==> src/rtl/crlf_pkg.sv <==
`default_nettype none

package crlf_pkg;

	localparam int TAPS = 1024;
	localparam int SLOT_W = $clog2(TAPS);
	localparam int FILL_W = $clog2(TAPS + 1);
	localparam int TERM_W = 48;
	localparam int SUM_W = TERM_W + SLOT_W;
	localparam int EST_W = 64;
	localparam int DIV_STEPS = 48;
	localparam int CNT_W = $clog2(DIV_STEPS);

	localparam logic [31:0] GAIN_RESET = 32'd429497;
	localparam logic [TERM_W-1:0] TERM_POS_LIMIT = 48'h7FFF_FFFF_FFFF;
	localparam logic [TERM_W-1:0] TERM_NEG_LIMIT = 48'h8000_0000_0000;

	typedef struct packed {
		logic signed [31:0] measured_offset;
		logic [31:0] tick_interval;
	} in_t;

	typedef struct packed {
		logic signed [TERM_W-1:0] freq_error;
		logic signed [EST_W-1:0] offset_estimate;
	} out_t;

	typedef enum logic [4:0] {
		ST_IDLE,
		ST_DRIFT,
		ST_MUL_LO,
		ST_MUL_HI,
		ST_PROD,
		ST_TDIV_LOAD,
		ST_TDIV,
		ST_TERM,
		ST_FDIV_LOAD,
		ST_FDIV,
		ST_FREQ,
		ST_DMUL_HI,
		ST_DMUL_LO,
		ST_DSUM,
		ST_EST,
		ST_OUT
	} state_t;

	typedef enum logic [3:0] {
		OP_NONE,
		OP_LOAD,
		OP_DRIFT,
		OP_MUL_LO,
		OP_MUL_HI,
		OP_PROD,
		OP_TDIV_LOAD,
		OP_DIV_STEP,
		OP_TERM,
		OP_FDIV_LOAD,
		OP_FREQ,
		OP_DMUL_HI,
		OP_DMUL_LO,
		OP_DSUM,
		OP_EST,
		OP_OUT
	} op_t;

	typedef struct packed {
		op_t op;
	} cmd_t;

	typedef struct packed {
		logic out_full;
	} status_t;

endpackage

`default_nettype wire

==> src/rtl/crlf_ctrl.sv <==
`default_nettype none

module crlf_ctrl (
	input wire logic clk,
	input wire logic arst_n,
	input wire logic item_valid,
	output logic item_stall,
	input wire logic result_stall,
	input wire crlf_pkg::status_t status,
	output crlf_pkg::cmd_t cmd
);

	crlf_pkg::state_t state_q;
	crlf_pkg::state_t state_d;
	logic [crlf_pkg::CNT_W-1:0] cnt_q;
	logic last_step;
	logic out_free;

	assign last_step = (cnt_q == crlf_pkg::CNT_W'(crlf_pkg::DIV_STEPS - 1));
	assign out_free = !status.out_full || !result_stall;

	always_ff @(posedge clk or negedge arst_n) begin
		if (!arst_n) begin
			state_q <= crlf_pkg::ST_IDLE;
			cnt_q <= '0;
		end else begin
			state_q <= state_d;
			if (state_q == crlf_pkg::ST_TDIV_LOAD || state_q == crlf_pkg::ST_FDIV_LOAD) begin
				cnt_q <= '0;
			end else if (state_q == crlf_pkg::ST_TDIV || state_q == crlf_pkg::ST_FDIV) begin
				cnt_q <= cnt_q + 1'b1;
			end
		end
	end

	always_comb begin
		state_d = state_q;
		case (state_q)
			crlf_pkg::ST_IDLE: begin
				if (item_valid) state_d = crlf_pkg::ST_DRIFT;
			end
			crlf_pkg::ST_DRIFT: state_d = crlf_pkg::ST_MUL_LO;
			crlf_pkg::ST_MUL_LO: state_d = crlf_pkg::ST_MUL_HI;
			crlf_pkg::ST_MUL_HI: state_d = crlf_pkg::ST_PROD;
			crlf_pkg::ST_PROD: state_d = crlf_pkg::ST_TDIV_LOAD;
			crlf_pkg::ST_TDIV_LOAD: state_d = crlf_pkg::ST_TDIV;
			crlf_pkg::ST_TDIV: begin
				if (last_step) state_d = crlf_pkg::ST_TERM;
			end
			crlf_pkg::ST_TERM: state_d = crlf_pkg::ST_FDIV_LOAD;
			crlf_pkg::ST_FDIV_LOAD: state_d = crlf_pkg::ST_FDIV;
			crlf_pkg::ST_FDIV: begin
				if (last_step) state_d = crlf_pkg::ST_FREQ;
			end
			crlf_pkg::ST_FREQ: state_d = crlf_pkg::ST_DMUL_HI;
			crlf_pkg::ST_DMUL_HI: state_d = crlf_pkg::ST_DMUL_LO;
			crlf_pkg::ST_DMUL_LO: state_d = crlf_pkg::ST_DSUM;
			crlf_pkg::ST_DSUM: state_d = crlf_pkg::ST_EST;
			crlf_pkg::ST_EST: state_d = crlf_pkg::ST_OUT;
			crlf_pkg::ST_OUT: begin
				if (out_free) state_d = crlf_pkg::ST_IDLE;
			end
			default: state_d = crlf_pkg::ST_IDLE;
		endcase
	end

	always_comb begin
		item_stall = (state_q != crlf_pkg::ST_IDLE);
		cmd.op = crlf_pkg::OP_NONE;
		case (state_q)
			crlf_pkg::ST_IDLE: begin
				if (item_valid) cmd.op = crlf_pkg::OP_LOAD;
			end
			crlf_pkg::ST_DRIFT: cmd.op = crlf_pkg::OP_DRIFT;
			crlf_pkg::ST_MUL_LO: cmd.op = crlf_pkg::OP_MUL_LO;
			crlf_pkg::ST_MUL_HI: cmd.op = crlf_pkg::OP_MUL_HI;
			crlf_pkg::ST_PROD: cmd.op = crlf_pkg::OP_PROD;
			crlf_pkg::ST_TDIV_LOAD: cmd.op = crlf_pkg::OP_TDIV_LOAD;
			crlf_pkg::ST_TDIV: cmd.op = crlf_pkg::OP_DIV_STEP;
			crlf_pkg::ST_TERM: cmd.op = crlf_pkg::OP_TERM;
			crlf_pkg::ST_FDIV_LOAD: cmd.op = crlf_pkg::OP_FDIV_LOAD;
			crlf_pkg::ST_FDIV: cmd.op = crlf_pkg::OP_DIV_STEP;
			crlf_pkg::ST_FREQ: cmd.op = crlf_pkg::OP_FREQ;
			crlf_pkg::ST_DMUL_HI: cmd.op = crlf_pkg::OP_DMUL_HI;
			crlf_pkg::ST_DMUL_LO: cmd.op = crlf_pkg::OP_DMUL_LO;
			crlf_pkg::ST_DSUM: cmd.op = crlf_pkg::OP_DSUM;
			crlf_pkg::ST_EST: cmd.op = crlf_pkg::OP_EST;
			crlf_pkg::ST_OUT: begin
				if (out_free) cmd.op = crlf_pkg::OP_OUT;
			end
			default: cmd.op = crlf_pkg::OP_NONE;
		endcase
	end

endmodule

`default_nettype wire

==> config.mk <==
export PLATFORM = sky130hd
export DESIGN_NAME = crlf_ctrl
export DESIGN_NICKNAME = d
export VERILOG_FILES = /design/src/rtl/crlf_pkg.sv /design/src/rtl/crlf_ctrl.sv
export SDC_FILE = /design/constraint.sdc
export NUM_CORES = 1
export LEC_CHECK = 0
export CORE_ASPECT_RATIO = 0.7
export CORE_MARGIN = 1
export CORE_UTILIZATION = 30
export CTS_BUF_LIST = sky130_fd_sc_hd__clkbuf_16
export CTS_CLUSTER_SIZE = 8
export DETAILED_ROUTE_END_ITERATION = 6
export DONT_BUFFER_PORTS = 1
export GPL_TIMING_DRIVEN = 0
export PLACE_DENSITY = 0.5
export SYNTH_ARGS = -nofsm -noshare
export SYNTH_HDL_FRONTEND = slang
export SYNTH_SLANG_ARGS = --single-unit
==> constraint.sdc <==
create_clock -name clk -period 3.9 [get_ports clk]
set_input_delay 1.17 -clock clk [delete_from_list [all_inputs] [get_ports clk]]
set_output_delay 1.17 -clock clk [all_outputs]
set_load 0.01 [all_outputs]
== After elaboration in Yosys (flattened, before gate mapping) ==
Cells that the tools add are included.
W data, S select, Z words.

* Bits in registers: 11
* Memory bits (read-only): 0
* Memory bits (writable): 0
* Input bits: 5
* Latch bits: 0
* Memories: 0
* Output and inout port bits: 5

* Reduce and logical (&&, ||, !) cells: 10
* $mul: 0
* Bitwise operators: 0
* Shift operators: 0
* Divide/modulo/power cells: 0
* Multiplexer cells: 10
* $add $sub $neg: 1
* Eq/ne operators: 20
* $lt $le $gt $ge: 0

{| class="wikitable"
|+ Operators by type and width
! operator !! number
|-
| $pmux W5 S16 || 1
|-
| $pmux W4 S15 || 1
|-
| $eq A5 B4 Y1 const B || 8
|-
| $eq A5 B3 Y1 const B || 4
|-
| $mux W5 || 4
|-
| $mux W6 || 2
|-
| $eq A5 B2 Y1 const B || 2
|-
| $ne A2 B2 Y1 const B || 4
|-
| $add A6 B1 Y6 const B || 1
|-
| $eq A6 B6 Y1 const B || 1
|-
| $eq A5 B1 Y1 const B || 1
|-
| $logic_not A5 Y1 || 1
|-
| $reduce_bool A5 Y1 || 1
|-
| $mux W4 || 1
|-
| $reduce_and A4 Y1 || 1
|-
| $logic_or A1 B1 Y1 || 3
|-
| $logic_not A1 Y1 || 2
|-
| $reduce_bool A2 Y1 || 1
|-
| $reduce_or A2 Y1 || 1
|-
| $mux W1 || 1
|}

== Longest topological paths before layout ==
* Depth after elaboration: 4
* Gate-level depth with buffers: 4

== Worst setup path after synthesis ==
Ideal clock, no wire load.

* Path kind: input-to-output
* Start: in status
* End: out cmd[3] (netlist name)
* Required time: 2,730 ps
* Arrival time: 1,684 ps
* Setup slack: 1,046 ps
* Cell stages on the path: 3
* Path through: nand3_1 > nor3_1 > a211oi_1

{| class="wikitable"
|+ RTL lines
! element !! RTL line !! text
|-
| start, declared || crlf_ctrl.sv:9 || <nowiki>input wire crlf_pkg::status_t status,</nowiki>
|-
| end, declared || crlf_ctrl.sv:10 || <nowiki>output crlf_pkg::cmd_t cmd</nowiki>
|}

==> impl_summary.log <==
INFO  metric relSlewSlack = 0.691
INFO  metric place.detailed.hpwl = about 1100 um
INFO  metric max-vdd-ir-drop = 0.126 mV
INFO  metric cp.required = around 2.7 ns
INFO  metric gpl.final_weighted_congestion = roughly 0.73
INFO  metric synth.ff_latch_count = 10
INFO  metric timing.final.setup_violations = 0
INFO  metric multi_input_gate_area = ~450 sq um
INFO  metric number_of_vias_per_cell_after_detailed_routing = 5.47
INFO  metric dieWidth = slightly above 60 um
INFO  metric fraction_of_layout_cells_with_a_size_suffix_above_1 = 0.131
INFO  metric rsz0062_at_grt = false
INFO  metric run_status = complete, no violations
INFO  metric initial_antenna_violation_count = 0
INFO  metric hp-class = flip-flop to flip-flop
INFO  metric finalSetupTns = 0 ns
INFO  metric design_area = about 850 sq um
INFO  metric worstPathMaxFanout = 4
INFO  metric timing.critical_path.from = status
INFO  metric global_route_wire_length_before_repair = approximately 2800 um
INFO  metric clk_latency = roughly 0.24 ns
INFO  metric largest_net_degree_at_the_start_of_global_routing = 11
INFO  metric critical_path.slowest_cell = a211oi_1
INFO  metric synth-seq-area-share = 0.341
INFO  metric layout_fillers = ~240
INFO  metric placed_cells = roughly 110
INFO  metric worst_setup_path_endpoint = cmd[3]
INFO  metric clock-root-buffer = clkbuf_16
INFO  metric final_antenna_net_count = 0
INFO  metric synthDominantAreaCellType = dfrtp_1
INFO  metric tritoncts = done
INFO  metric worst-slew-pin-transition = 0.462 ns
INFO  metric post_layout_nonfiller_instances = between 100 and 150
INFO  metric share_of_the_cycle_needed_by_the_critical_path_after_routing = 0.753
INFO  metric r2r_slack = roughly 2.5 ns
INFO  metric syn_nets = 87
INFO  metric timing.reg2reg.worst_path_depth = 3
INFO  metric std_cell_rows = 14
INFO  metric critPathKind = input pin to primary output
INFO  metric cp_data_arrival_time = roughly 1.8 ns
INFO  metric synth.yosys.warnings = 0
INFO  metric clkSinkCount = 10
INFO  metric synth.area.top_cells = dfrtp_1 34%, mux2i_1 6.8%, nand3_1 5.5%, a21oi_1 4.1%, o21ai_0 4.1%
INFO  metric dr_total_vias = around 640
INFO  metric tritoncts_buffers = 3
INFO  metric drc_violations_left = 0
INFO  metric postSynth.asyncResetShare = 1.00
INFO  metric ff_to_ff_start = state_q[2]
INFO  metric final_period_minus_worst_setup_slack = between 2 and 3 ns
INFO  metric global_route.overflow_total = 0
INFO  metric preCtsSetupSlack = 0.954 ns
INFO  metric clk_pin_slew = 0.04 ns
INFO  metric detail_route.wirelength = 1610 um
INFO  metric synth_top_area_share = 0.341
INFO  metric syn-cell-area = 734 sq um
INFO  metric hold_viol_final = 0
INFO  metric max_freq = 341 MHz
INFO  metric pwr_per_cell_area = roughly 340 mW/mm^2
INFO  metric grt_pass1_vias = 594
INFO  metric post_drt_wl_per_cell = between 10 and 15 um
INFO  metric regToRegEndpoint = cnt_q[2]
INFO  metric start_util = 0.330
INFO  metric cts_max_path_buffers = 2
INFO  metric cts.repair_timing.setup_buffer_count = 0
INFO  metric design.die.area = about 0.0027 sq mm
INFO  metric placedInstanceArea = 774 sq um
INFO  metric fp.dieH = around 43 um
INFO  metric global_route.usage.total = 0.149
INFO  metric power.total = between 200 and 300 uW
INFO  metric synthesis.instances = 81
INFO  metric finalNetCount = 92
INFO  metric crit_path_max_incr_delay = ~0.4 ns
INFO  metric count_of_flip_flops_with_a_built_in_enable_after_synthesis = 0
INFO  metric postCtsResizedCells = 0
INFO  metric leakage = ~0.38 nW
INFO  metric worst_clock_skew = 0.00300 ns
INFO  metric hold_buffers = 0
INFO  metric io_buffer_count = 0
INFO  metric cap_viol_max_count = 0
INFO  metric ff_latch_area = 250 sq um
INFO  metric synthToLayoutAreaGrowth = 15.7%
INFO  metric critical_path.cell_chain = nand3_1, nor3_1, a211oi_1
INFO  metric postLayoutSetupSlackWorst = about 0.97 ns
INFO  metric num_antenna_cells = 0
INFO  metric first_pass_detailed_route_iteration_total = 4
INFO  metric drtIter0Drc = 46
INFO  metric synthFlopType = dfrtp_1
INFO  metric cp-start-kind = input pin
INFO  metric synth.avg_cell_area = 9.07 sq um
INFO  metric final_number_of_max_transition_violations = 0
INFO  metric synth.lib_cells_used.distinct = 34
INFO  metric htree_levels = 1
INFO  metric fp.coreArea = 0.00222 sq mm
INFO  metric ioPinCount = 10
INFO  metric worst_setup_ep_type = primary output
layout by cell type, fill, tap and decap left out, types with 2 or more instances in the layout:
| cell | n |
|---|---|
| dfrtp_1 | 10 |
| nand3_1 | 8 |
| nand2_1 | 6 |
| o21ai_0 | 6 |
| a21oi_1 | 6 |
| mux2i_1 | 5 |
| nor3_1 | 4 |
| buf_2 | 3 |
| clkbuf_16 | 3 |
| inv_1 | 2 |
| nand2b_1 | 2 |
| nand4bb_1 | 2 |
| and4bb_2 | 2 |
| and3_1 | 2 |
| a21o_1 | 2 |
| o211ai_1 | 2 |
synthesized netlist by cell type (all sizes together), types with 2 or more instances:
library cell / number
nand3: 8
and3: 2
a21boi: 2
dfrtp: 10
nand2b: 2
o211ai: 2
mux2i: 5
and4bb: 2
a21oi: 7
buf: 4
nand2: 6
o21ai: 6
inv: 2
nand4bb: 2
nor3: 4
a21o: 2
state kept, by name, indices dropped and copies added, names as in the netlist:
| register | flops |
|---|---|
| cnt_q | 6 |
| state_q | 4 |
worst min-delay path by stage:
stage / startpoint / end / slack, ns / depth (start not counted)
3_3_place_gp: cnt_q[5] / cnt_q[5] / 0.47 / 1
4_1_cts: cnt_q[5] / cnt_q[5] / 0.47 / 1
3_5_place_dp: cnt_q[5] / cnt_q[5] / 0.46 / 1
2_1_floorplan: cnt_q[5] / cnt_q[5] / 0.44 / 1
5_1_grt: cnt_q[5] / cnt_q[5] / 0.48 / 1
6_report: cnt_q[5] / cnt_q[5] / 0.47 / 1
report_power, final:
part / switching [mW] / total (mW) / internal (mW)
registers: 0 / 0.104 / 0.104
logic: 0.00117 / 0.00163 / 0.000458
clock network: 0.0485 / 0.181 / 0.133
total: 0.0496 / 0.287 / 0.238
layer usage:
| layer | global-route usage | wire [um] | vias up |
|---|---|---|---|
| met4 | 0.0818 | 40 | 0 |
| li1 | - | - | 323 |
| met2 | 0.180 | 616 | 10 |
| met1 | 0.218 | 893 | 298 |
| met5 | 0 | 0 | - |
| met3 | 0.0627 | 63 | 4 |
layout make-up:
class,count,area share
multi-input cells,65,0.530
flip-flops and latches,10,0.295
clock buffers,3,0.0884
well taps,32,0.0471
plain buffers,4,0.0309
inverters,2,0.00884
kinds of logic (layout without fill, tap and decap cells):
kind of cell,Yosys count,count (layout),share of synthesized area
AND/OR/NAND/NOR,34,34,0.302
AO/OA/AOI/OAI,25,25,0.227
flip-flops,10,10,0.341
buffers and inverters,6,9,0.0460
multiplexers,5,5,0.0681
adder cells (fa/ha/maj),1,1,0.0170
critical path, delay by kind of cell:
kind,cells,cell delay [ns]
AND/OR/NAND/NOR,2,0.21
AO/OA/AOI/OAI,1,0.39
metrics by stage:
step                utilization  hold WS [ns]
floorplan                     -         0.437
global placement          0.348         0.465
detailed placement        0.348         0.463
CTS                       0.382         0.470
global route              0.382         0.482
finish                    0.382         0.466
(Power assumes the default switching activity.)
